[src/rtl/core/rmm_pkg.sv]
// Package: shared types and constants for the rendezvous message matcher.
`default_nettype none
package rmm_pkg;

    localparam int QUEUE_DEPTH_DEF   = 16;
    localparam int MESSAGE_WIDTH_DEF = 32;
    localparam int ID_WIDTH_DEF      = 8;

    localparam int ID_FIELD_W  = 8;
    localparam int MSG_FIELD_W = 32;

    localparam logic [1:0] ST_PAIRED = 2'd0;
    localparam logic [1:0] ST_QUEUED = 2'd1;
    localparam logic [1:0] ST_FULL   = 2'd2;

    localparam logic MODE_SEND = 1'b0;
    localparam logic MODE_RECV = 1'b1;

    typedef struct packed {
        logic                   mode;
        logic [ID_FIELD_W-1:0]  caller_id;
        logic [MSG_FIELD_W-1:0] message_in;
    } req_t;

    typedef struct packed {
        logic [1:0]             status;
        logic [ID_FIELD_W-1:0]  wake_id;
        logic [ID_FIELD_W-1:0]  receiver_id;
        logic [ID_FIELD_W-1:0]  sender_id;
        logic [MSG_FIELD_W-1:0] message_out;
    } rsp_t;

endpackage
`default_nettype wire

[src/rtl/core/rmm_ram.sv]
// Generic single-write, single-read RAM with registered read data.
`default_nettype none
module rmm_ram #(
    parameter int WIDTH = 8,
    parameter int DEPTH = 16
) (
    input  wire logic                     aclk,
    input  wire logic                     wr_en,
    input  wire logic [$clog2(DEPTH)-1:0] wr_addr,
    input  wire logic [WIDTH-1:0]         wr_data,
    input  wire logic                     rd_en,
    input  wire logic [$clog2(DEPTH)-1:0] rd_addr,
    output logic      [WIDTH-1:0]         rd_data
);

    logic [WIDTH-1:0] mem [DEPTH];

    always_ff @(posedge aclk) begin
        if (wr_en) begin
            mem[wr_addr] <= wr_data;
        end
        if (rd_en) begin
            rd_data <= mem[rd_addr];
        end
    end

endmodule
`default_nettype wire

[src/rtl/core/rendezvous_message_matcher.sv]
// Top level: rendezvous matcher with one waiter FIFO in RAM and a side flag.
// Queued or rejected requests are answered from S_DECIDE; paired requests read
// the waiting partner from the RAM in S_DECIDE and are answered from S_PAIR.
// The response is registered; answering waits while the output is stalled.
// One request register: s_ready stays low until the held request is answered.
// Reset (aresetn low, synchronous): FIFO empty, senders side, no result pending.
`default_nettype none
module rendezvous_message_matcher #(
    parameter int QUEUE_DEPTH   = rmm_pkg::QUEUE_DEPTH_DEF,
    parameter int MESSAGE_WIDTH = rmm_pkg::MESSAGE_WIDTH_DEF,
    parameter int ID_WIDTH      = rmm_pkg::ID_WIDTH_DEF
) (
    input  wire logic          aclk,
    input  wire logic          aresetn,
    input  wire logic          s_valid,
    output logic               s_ready,
    input  wire rmm_pkg::req_t s_req,
    output logic               m_valid,
    input  wire logic          m_ready,
    output rmm_pkg::rsp_t      m_rsp
);

    localparam int AW = $clog2(QUEUE_DEPTH);
    localparam int CW = $clog2(QUEUE_DEPTH + 1);
    localparam int IW = rmm_pkg::ID_FIELD_W;
    localparam int MW = rmm_pkg::MSG_FIELD_W;
    localparam int RW = ID_WIDTH + MESSAGE_WIDTH;

    localparam logic S_DECIDE = 1'b0;
    localparam logic S_PAIR   = 1'b1;

    rmm_pkg::req_t req_reg, req_next;
    logic          req_valid_reg, req_valid_next;
    logic          phase_reg, phase_next;
    logic [AW-1:0] head_reg, head_next;
    logic [AW-1:0] tail_reg, tail_next;
    logic [CW-1:0] count_reg, count_next;
    logic          side_reg, side_next;
    logic          m_valid_reg, m_valid_next;
    rmm_pkg::rsp_t rsp_reg, rsp_next;

    logic          out_free;
    logic          pair_hit;
    logic          full;
    logic          load;
    logic          wr_en;
    logic          rd_en;
    logic [RW-1:0] wr_data;
    logic [RW-1:0] rd_data;

    logic [ID_WIDTH+IW-1:0]      caller_ext;
    logic [ID_WIDTH-1:0]         caller_w;
    logic [MESSAGE_WIDTH+MW-1:0] msg_ext;
    logic [MESSAGE_WIDTH-1:0]    msg_w;
    logic [ID_WIDTH-1:0]         partner_w;
    logic [MESSAGE_WIDTH-1:0]    pmsg_w;
    logic [ID_WIDTH+IW-1:0]      caller_out_ext;
    logic [ID_WIDTH+IW-1:0]      partner_out_ext;
    logic [MESSAGE_WIDTH+MW-1:0] msg_out_ext;
    logic [MESSAGE_WIDTH+MW-1:0] pmsg_out_ext;
    logic [IW-1:0]               caller_o;
    logic [IW-1:0]               partner_o;
    logic [MW-1:0]               msg_o;
    logic [MW-1:0]               pmsg_o;

    rmm_ram #(
        .WIDTH(RW),
        .DEPTH(QUEUE_DEPTH)
    ) u_waiters (
        .aclk   (aclk),
        .wr_en  (wr_en),
        .wr_addr(tail_reg),
        .wr_data(wr_data),
        .rd_en  (rd_en),
        .rd_addr(head_reg),
        .rd_data(rd_data)
    );

    assign caller_ext      = {{ID_WIDTH{1'b0}}, req_reg.caller_id};
    assign caller_w        = caller_ext[ID_WIDTH-1:0];
    assign msg_ext         = {{MESSAGE_WIDTH{1'b0}}, req_reg.message_in};
    assign msg_w           = (req_reg.mode == rmm_pkg::MODE_RECV) ?
                             '0 : msg_ext[MESSAGE_WIDTH-1:0];
    assign partner_w       = rd_data[RW-1:MESSAGE_WIDTH];
    assign pmsg_w          = rd_data[MESSAGE_WIDTH-1:0];
    assign caller_out_ext  = {{IW{1'b0}}, caller_w};
    assign partner_out_ext = {{IW{1'b0}}, partner_w};
    assign msg_out_ext     = {{MW{1'b0}}, msg_w};
    assign pmsg_out_ext    = {{MW{1'b0}}, pmsg_w};
    assign caller_o        = caller_out_ext[IW-1:0];
    assign partner_o       = partner_out_ext[IW-1:0];
    assign msg_o           = msg_out_ext[MW-1:0];
    assign pmsg_o          = pmsg_out_ext[MW-1:0];
    assign wr_data         = {caller_w, msg_w};

    assign out_free = !m_valid_reg || m_ready;
    assign pair_hit = (count_reg != '0) && (side_reg != req_reg.mode);
    assign full     = (count_reg == CW'(QUEUE_DEPTH));

    assign s_ready = !req_valid_reg;
    assign m_valid = m_valid_reg;
    assign m_rsp   = rsp_reg;

    always_comb begin
        req_next       = req_reg;
        req_valid_next = req_valid_reg;
        phase_next     = phase_reg;
        head_next      = head_reg;
        tail_next      = tail_reg;
        count_next     = count_reg;
        side_next      = side_reg;
        m_valid_next   = m_valid_reg;
        rsp_next       = rsp_reg;
        load           = 1'b0;
        wr_en          = 1'b0;
        rd_en          = 1'b0;

        if (m_valid_reg && m_ready) begin
            m_valid_next = 1'b0;
        end

        if (req_valid_reg) begin
            case (phase_reg)
                S_DECIDE: begin
                    if (pair_hit) begin
                        rd_en      = 1'b1;
                        head_next  = (head_reg == AW'(QUEUE_DEPTH - 1)) ?
                                     '0 : head_reg + AW'(1);
                        count_next = count_reg - CW'(1);
                        phase_next = S_PAIR;
                    end else if (out_free) begin
                        load           = 1'b1;
                        req_valid_next = 1'b0;
                        rsp_next       = '0;
                        if (full) begin
                            rsp_next.status = rmm_pkg::ST_FULL;
                        end else begin
                            wr_en           = 1'b1;
                            tail_next       = (tail_reg == AW'(QUEUE_DEPTH - 1)) ?
                                              '0 : tail_reg + AW'(1);
                            count_next      = count_reg + CW'(1);
                            side_next       = req_reg.mode;
                            rsp_next.status = rmm_pkg::ST_QUEUED;
                        end
                    end
                end
                S_PAIR: begin
                    if (out_free) begin
                        load                 = 1'b1;
                        req_valid_next       = 1'b0;
                        phase_next           = S_DECIDE;
                        rsp_next.status      = rmm_pkg::ST_PAIRED;
                        rsp_next.wake_id     = partner_o;
                        if (req_reg.mode == rmm_pkg::MODE_SEND) begin
                            rsp_next.receiver_id = partner_o;
                            rsp_next.sender_id   = caller_o;
                            rsp_next.message_out = msg_o;
                        end else begin
                            rsp_next.receiver_id = caller_o;
                            rsp_next.sender_id   = partner_o;
                            rsp_next.message_out = pmsg_o;
                        end
                    end
                end
                default: begin
                    phase_next = S_DECIDE;
                end
            endcase
        end

        if (load) begin
            m_valid_next = 1'b1;
        end

        if (!req_valid_reg && s_valid) begin
            req_valid_next = 1'b1;
            req_next       = s_req;
        end
    end

    always_ff @(posedge aclk) begin
        if (!aresetn) begin
            req_valid_reg <= 1'b0;
            phase_reg     <= S_DECIDE;
            head_reg      <= '0;
            tail_reg      <= '0;
            count_reg     <= '0;
            side_reg      <= rmm_pkg::MODE_SEND;
            m_valid_reg   <= 1'b0;
        end else begin
            req_valid_reg <= req_valid_next;
            phase_reg     <= phase_next;
            head_reg      <= head_next;
            tail_reg      <= tail_next;
            count_reg     <= count_next;
            side_reg      <= side_next;
            m_valid_reg   <= m_valid_next;
        end
    end

    always_ff @(posedge aclk) begin
        req_reg <= req_next;
        rsp_reg <= rsp_next;
    end

    a_count_bound: assert property (@(posedge aclk) disable iff (!aresetn)
        count_reg <= CW'(QUEUE_DEPTH))
        else $error("waiter count exceeds queue depth");

    a_pair_needs_request: assert property (@(posedge aclk) disable iff (!aresetn)
        (phase_reg == S_PAIR) |-> req_valid_reg)
        else $error("pair phase without a held request");

    a_read_nonempty: assert property (@(posedge aclk) disable iff (!aresetn)
        rd_en |-> (count_reg != '0) && !wr_en)
        else $error("pop from empty queue or overlapping access");

    a_reject_full: assert property (@(posedge aclk) disable iff (!aresetn)
        (load && rsp_next.status == rmm_pkg::ST_FULL) |-> full)
        else $error("request rejected while queue has room");

    a_pair_follows_read: assert property (@(posedge aclk) disable iff (!aresetn)
        rd_en |=> (phase_reg == S_PAIR))
        else $error("RAM read not followed by pair phase");

endmodule
`default_nettype wire
[config.mk]
export PLATFORM = sky130hd
export DESIGN_NAME = rendezvous_message_matcher
export DESIGN_NICKNAME = d
export VERILOG_FILES = /design/src/rtl/core/rmm_pkg.sv /design/src/rtl/core/rmm_ram.sv /design/src/rtl/core/rendezvous_message_matcher.sv
export SDC_FILE = /design/constraint.sdc
export NUM_CORES = 1
export LEC_CHECK = 0
export BUFFER_PORTS_ARGS = -buffer_cell sky130_fd_sc_hd__buf_4
export CORE_ASPECT_RATIO = 1.75
export CORE_UTILIZATION = 35
export DETAILED_ROUTE_END_ITERATION = 8
export PLACE_DENSITY = 0.54
export SKIP_CTS_REPAIR_TIMING = 1
export SLEW_MARGIN = 20
export SYNTH_ARGS = -nofsm -noshare
export SYNTH_HDL_FRONTEND = slang
export SYNTH_SLANG_ARGS = --single-unit
[constraint.sdc]
create_clock -name aclk -period 4.7 [get_ports aclk]
set_input_delay 0.235 -clock aclk [delete_from_list [all_inputs] [get_ports aclk]]
set_output_delay 0.235 -clock aclk [all_outputs]
set_load 0.05 [all_outputs]
# After elaboration in Yosys (flattened, before gate mapping)
# Memory sizes are Yosys's and may differ from the RTL's. A register that Yosys moved wholly into a read port is not among the register bits.
# Cells that the tools add are included.
[totals]
out_inout_bits = 60
register_bits = 116
word_cells = 78
mem_count = 1
ram_bits = 640
[op_classes]
n_reduce_logical = 13
mux = 34
bitwise = 3
n_eq_ne = 8
add_sub_neg = 4
[mem_list]
columns = ["memory", "words", "width", "rd", "rd_ports_with_merged_regs", "wr", "line", "rtl"]
rows = [
  ["u_waiters.mem", 16, 40, 1, 1, 1, "rmm_ram.sv:16", "logic [WIDTH-1:0] mem [DEPTH];"],
]
[op_table]
columns = ["op", "count"]
rows = [
  ["58-bit 2-to-1 mux", 3],
  ["58-bit case mux with 2 select lines", 1],
  ["48-bit 2-to-1 mux", 1],
  ["32-bit 2-to-1 mux", 1],
  ["1-bit 2-to-1 mux", 19],
  ["5-bit 2-to-1 mux", 3],
  ["4-bit by 1-bit adder with 4-bit output (second input constant)", 2],
  ["4-bit == test (second input constant)", 2],
  ["4-bit 2-to-1 mux", 2],
  ["4-bit AND reduction", 2],
  ["2-bit inequality test (second input constant)", 3],
  ["1-bit case mux with 2 select lines", 3],
  ["5-bit by 1-bit adder with 5-bit output (second input constant)", 1],
  ["5-bit == test (second input constant)", 1],
  ["5-bit AND reduction", 1],
  ["5-bit nonzero test", 1],
  ["5-bit by 1-bit subtractor with 5-bit output (second input constant)", 1],
  ["2-bit nonzero test", 2],
  ["1-bit logical AND", 3],
  ["1-bit NOT", 3],
  ["3-bit AND reduction", 1],
  ["1-bit zero test", 2],
  ["2-bit 2-to-1 mux", 1],
  ["2-bit by 1-bit inequality test with 1-bit output (second input constant)", 1],
  ["2 further kinds", 2],
]

# Depth between registers and ports, before layout
[logic_depth]
word_depth = 8
mapped_depth = 10
depth_no_buf = 9

# Hierarchy
# A second synthesis with hierarchy kept.
[hier_totals]
cells_unflattened = 1403
hier_area_um2 = 30411.7
[by_module_without_submodules]
columns = ["module", "area_per_inst_um2", "cells_per_inst", "n_inst"]
rows = [
  ["rmm_ram", 25532.0, 1040, 1],
  ["rendezvous_message_matcher", 4879.7, 363, 1],
]

# Worst setup path before layout
# No wires, ideal clock.
[synth_timing]
path_kind = "flip-flop to flip-flop"
start = "register count_reg[1]"
end = "memory u_waiters.mem[3][0] in the netlist's numbering, enable pin"
stages_incl_launch_ff = 7
n_path_buf = 2
slack_ns = -0.281
required_time_ns = 4.213
arrival_ns = 4.494
cell_sequence = "dfxtp_1 > buf_6 > or4_4 > mux2i_1 > or4b_1 > buf_2 > nor3_1"
[synth_via]
elab_chain_cells = 8
word_cells_on_any_way = 10
cone_classes = "1 x eq/ne; 7 x mux; 2 x reduce/logical"
[synth_rtl]
columns = ["item", "line", "rtl"]
rows = [
  ["from (decl)", "rendezvous_message_matcher.sv:37", "logic [CW-1:0] count_reg, count_next;"],
  ["from (signal assigned)", "rendezvous_message_matcher.sv:195", "count_reg <= count_next;"],
  ["5-bit == test", "rendezvous_message_matcher.sv:98", "assign full = (count_reg == CW'(QUEUE_DEPTH));"],
  ["1-bit 2-to-1 mux", "rendezvous_message_matcher.sv:135", "if (full) begin"],
  ["1-bit 2-to-1 mux", "rendezvous_message_matcher.sv:131", "end else if (out_free) begin"],
  ["1-bit 2-to-1 mux (*)", "rendezvous_message_matcher.sv:125", "if (pair_hit) begin"],
  ["1-bit 2-to-1 mux (*)", "rendezvous_message_matcher.sv:123", "case (phase_reg)"],
  ["1-bit 2-to-1 mux (*)", "rendezvous_message_matcher.sv:122", "if (req_valid_reg) begin"],
  ["1-bit 2-to-1 mux (*)", "rmm_ram.sv:19", "if (wr_en) begin"],
  ["1-bit 2-to-1 mux (not written as such) (*)", "rmm_ram.sv:20", "mem[wr_addr] <= wr_data;"],
  ["to (decl)", "rmm_ram.sv:16", ""],
]
# Every way passes the cells marked *; elsewhere a longest branch is shown, timed or not.

# Worst setup path in the final report
[layout_timing]
start = "register count_reg[1]"
end = "memory u_waiters.mem[14][21] in the netlist's numbering, enable pin"
# The elaborated chain is that of the path after synthesis.

==> impl_metrics.yaml <==
outcome:
  status: "complete, no violations"
floorplan:
  num_rows: 142
  die-area_sq_um: 88400
  fp.coreArea_sq_um: 86000
  die_width_um: 225
  fp.dieH_um: 393
  effective_utilization_at_floorplan: 0.355
  ioPinCount: 105
clocking:
  clk_transition_reported_paths_ps: 70
  cts_tree: "built"
  tritoncts_sink_count: 796
  htree_levels: 3
  cts_max_path_buffers: 3
  ctsRootBufferMaster: "clkbuf_16"
  cts_buffers: 73
  clk_latency_ps: 630
sta:
  fin_worst_skew_ps: 17.6
  final-setup-viol-count: 0
  max_fclk_mhz: 275
  max-slew-margin-rel: 0.381
  worst_pin_slew_ps: 924
  timing.setup.tns_ps: 0
  share_of_the_cycle_needed_by_the_critical_path_after_routing: 0.773
  rsz0062_at_grt: "no"
  timing.final.hold_violations: 0
  drv_slew: 0
  fin_crit_ps: 3630
final_layout:
  layout-area-overhead-vs-synth_pct: 18.1
  layoutNonFillerInstCount: 2863
  multiInputGateArea_sq_um: 6580
  num_antenna_cells: 0
  final_util: 0.419
  seqCellArea_sq_um: 23700
  regMostFlops: "u_waiters.mem"
  drive_gt1_frac: 0.285
  nNetsFinal: 1708
  num-fill-cells: 7588
  largest_register_ff_count: 640
synth:
  synth-edff-count: 779
  postSynthRegisterBits: 796
  yosysWarnings: 0
  netlist_area_sq_um: 30500
  synth.distinct_cells: 44
  ys_async_sr_fraction: 0
  synth.yosys.seq_area_share: 0.778
  synthesis.area_per_instance_sq_um: 21.1
  synth.net_count: 1501
  yosys_most_used_dff: "edfxtp_1"
  postSynthCellCount: 1449
setup_path:
  cpPeakStageDelay_ps: 750
  worst_ep_required_time_ps: 5020
  timing.critical_path.slowest_stage_cell: "nor2_4"
  arrival_ps: 3950
  criticalPathCategory: "flip-flop to flip-flop"
  worstPathMaxFanout: 20
  timing.critical_path.cells: "or4_4 > mux2i_1 > nor3_2 > nand2_1 > nor2_4 > buf_4"
  end_kind: "flip-flop"
  cp-start-kind: "flip-flop"
power_and_ir_drop:
  pwr-share-seq: 0.523
  total_power_mw: 15.6
  power.switching_fraction: 0.229
  pd_cells_nw_per_um2: 433
  power.leakage_nw: 11.3
  power.share.clock: 0.392
  int_power_mw: 12.0
  pwr-share-comb: 0.086
  vdd_drop_max_mv: 0.249
  power_switching_mw: 3.58
detailed_routing:
  drtAntennaViolNets: 0
  drt-pass1-iter-count: 5
  route.final.wire_length_mm: 66.3
  met2WireLength_mm: 33.3
  drc_errors: 0
  route.top_layer_used: "met4"
  detail_route.iter0.violations: 1131
  via_per_inst: 4.99
  detailroute.via_count: 14278
  route.detailed.wl_per_inst_um: 23.2
  wl_met3_mm: 2.72
  route.layer.met1.wl_mm: 28.9
placed_design:
  dp_hpwl_mm: 40.2
  port_buffers: 104
  dp.cells: 2687
  gp_congestion: 0.749
global_routing:
  grt_util_all_layers: 0.154
  grt_max_degree: 84
  grt.overflow.total: 0
  wire_length_of_the_first_global_routing_pass_mm: 99.0
  first_global_vias: 15057
  grt_antenna_before_repair: 1
worst_hold_path:
  hold_path_class: "input pin to flip-flop"
flow_run:
  max_cap_violations: 0
==> power groups by stage <==
stage / registers, mW / clock network (mW) / logic [mW]
global route: 8.19 / 6.52 / 1.44
floorplan: 8.50 / 0 / 0.674
detailed placement: 8.32 / 0 / 1.33
CTS: 8.17 / 6.30 / 1.34
global placement: 8.31 / 0 / 1.31
finish: 8.17 / 6.12 / 1.34
==> layer usage <==
layer  up-vias  global-route usage
li1       6336                   -
met1      7572               0.202
met2       292               0.258
met3        78              0.0260
met4         0              0.0492
met5         -                   0
==> layout make-up <==
class	count	share of cell area
sequential	796	0.659
multi-input combinational	567	0.182
clock buffer	84	0.0536
timing repair buffer	212	0.0504
tap	1152	0.0400
clock inverter	46	0.0142
inverter	6	0.000625
==> final timing paths <==
kind	from	endpoint	slack, ps	cells past startpoint
worst max-delay path	count_reg[1]	u_waiters.mem[14][21]	1070	6
worst min-delay path	s_req[17]	msg_ext[17]	320	2
worst max register to register	count_reg[1]	u_waiters.mem[14][21]	1070	6
worst min register to register	count_reg[4]	count_reg[4]	570	2
==> Yosys cell counts (all sizes together) (4+ instances only) <==
cell | n | area (sq um)
a211oi | 42 | 320
a21oi | 81 | 405
and2 | 8 | 50.1
buf | 37 | 206
clkbuf | 43 | 161
dfxtp | 17 | 340
edfxtp | 779 | 23400
ha | 7 | 87.6
inv | 6 | 22.5
mux2i | 64 | 641
mux4 | 160 | 3600
nand2 | 13 | 48.8
nand2b | 4 | 25.0
nor2 | 26 | 100
nor2b | 123 | 769
nor3 | 7 | 40.0
xnor2 | 4 | 53.8
==> critical path: cells and delay by family, from the launching register on <==
family	cells	cell delay [ps]
buffers and inverters	1	360
muxes	1	170
and+or+nand+nor	4	2370
DFF	1	400
==> cell families (layout without fill, tap and decap cells) <==
group / Yosys count / count (layout) / share of synthesized area
DFF: 796 / 796 / 0.778
muxes: 224 / 224 / 0.139
and+or+nand+nor: 189 / 189 / 0.0361
AOI/OAI and AO/OA: 140 / 140 / 0.0283
buffers and inverters: 86 / 348 / 0.0128
adders and majority gates: 7 / 7 / 0.00287
xor gates and xnor gates: 7 / 7 / 0.00312
==> placed cells by master, fill, tap and decap left out, types with 2 or more instances in the layout <==
master         instances
nor3_1                 2
a211oi_1              41
nor2b_2               11
dfxtp_4                4
edfxtp_1             779
clkinv_1               8
dfxtp_1               12
o21a_1                 3
a21oi_1               81
xor2_2                 2
dlygate4sd3_1         44
nand2_1               13
and2_1                 8
ha_1                   7
mux4_2               160
nor2_4                13
xnor2_1                3
mux2i_1               64
inv_6                  5
bufinv_16              9
nor3_4                 4
nand3_1                3
clkbuf_16             76
nor2_1                12
clkinvlp_4             5
clkinv_4               5
nor2b_1              111
o21ai_0                2
a41oi_1                2
buf_12                 9
a31oi_1                2
clkbuf_1               8
clkinv_2              12
nand2b_1               4
inv_1                  6
buf_4                158
==> through the flow <==
step | hold WS, ps | setup slack [ps] | area, sq um
2_1_floorplan | 334 | 537 | 30500
3_5_place_dp | 415 | 1060 | 33100
6_report | 316 | 1070 | 36100
3_3_place_gp | 414 | 1150 | 33100
4_1_cts | -283 | 1040 | 35600
5_1_grt | 289 | 873 | 36100
(Power assumes the default switching activity.)
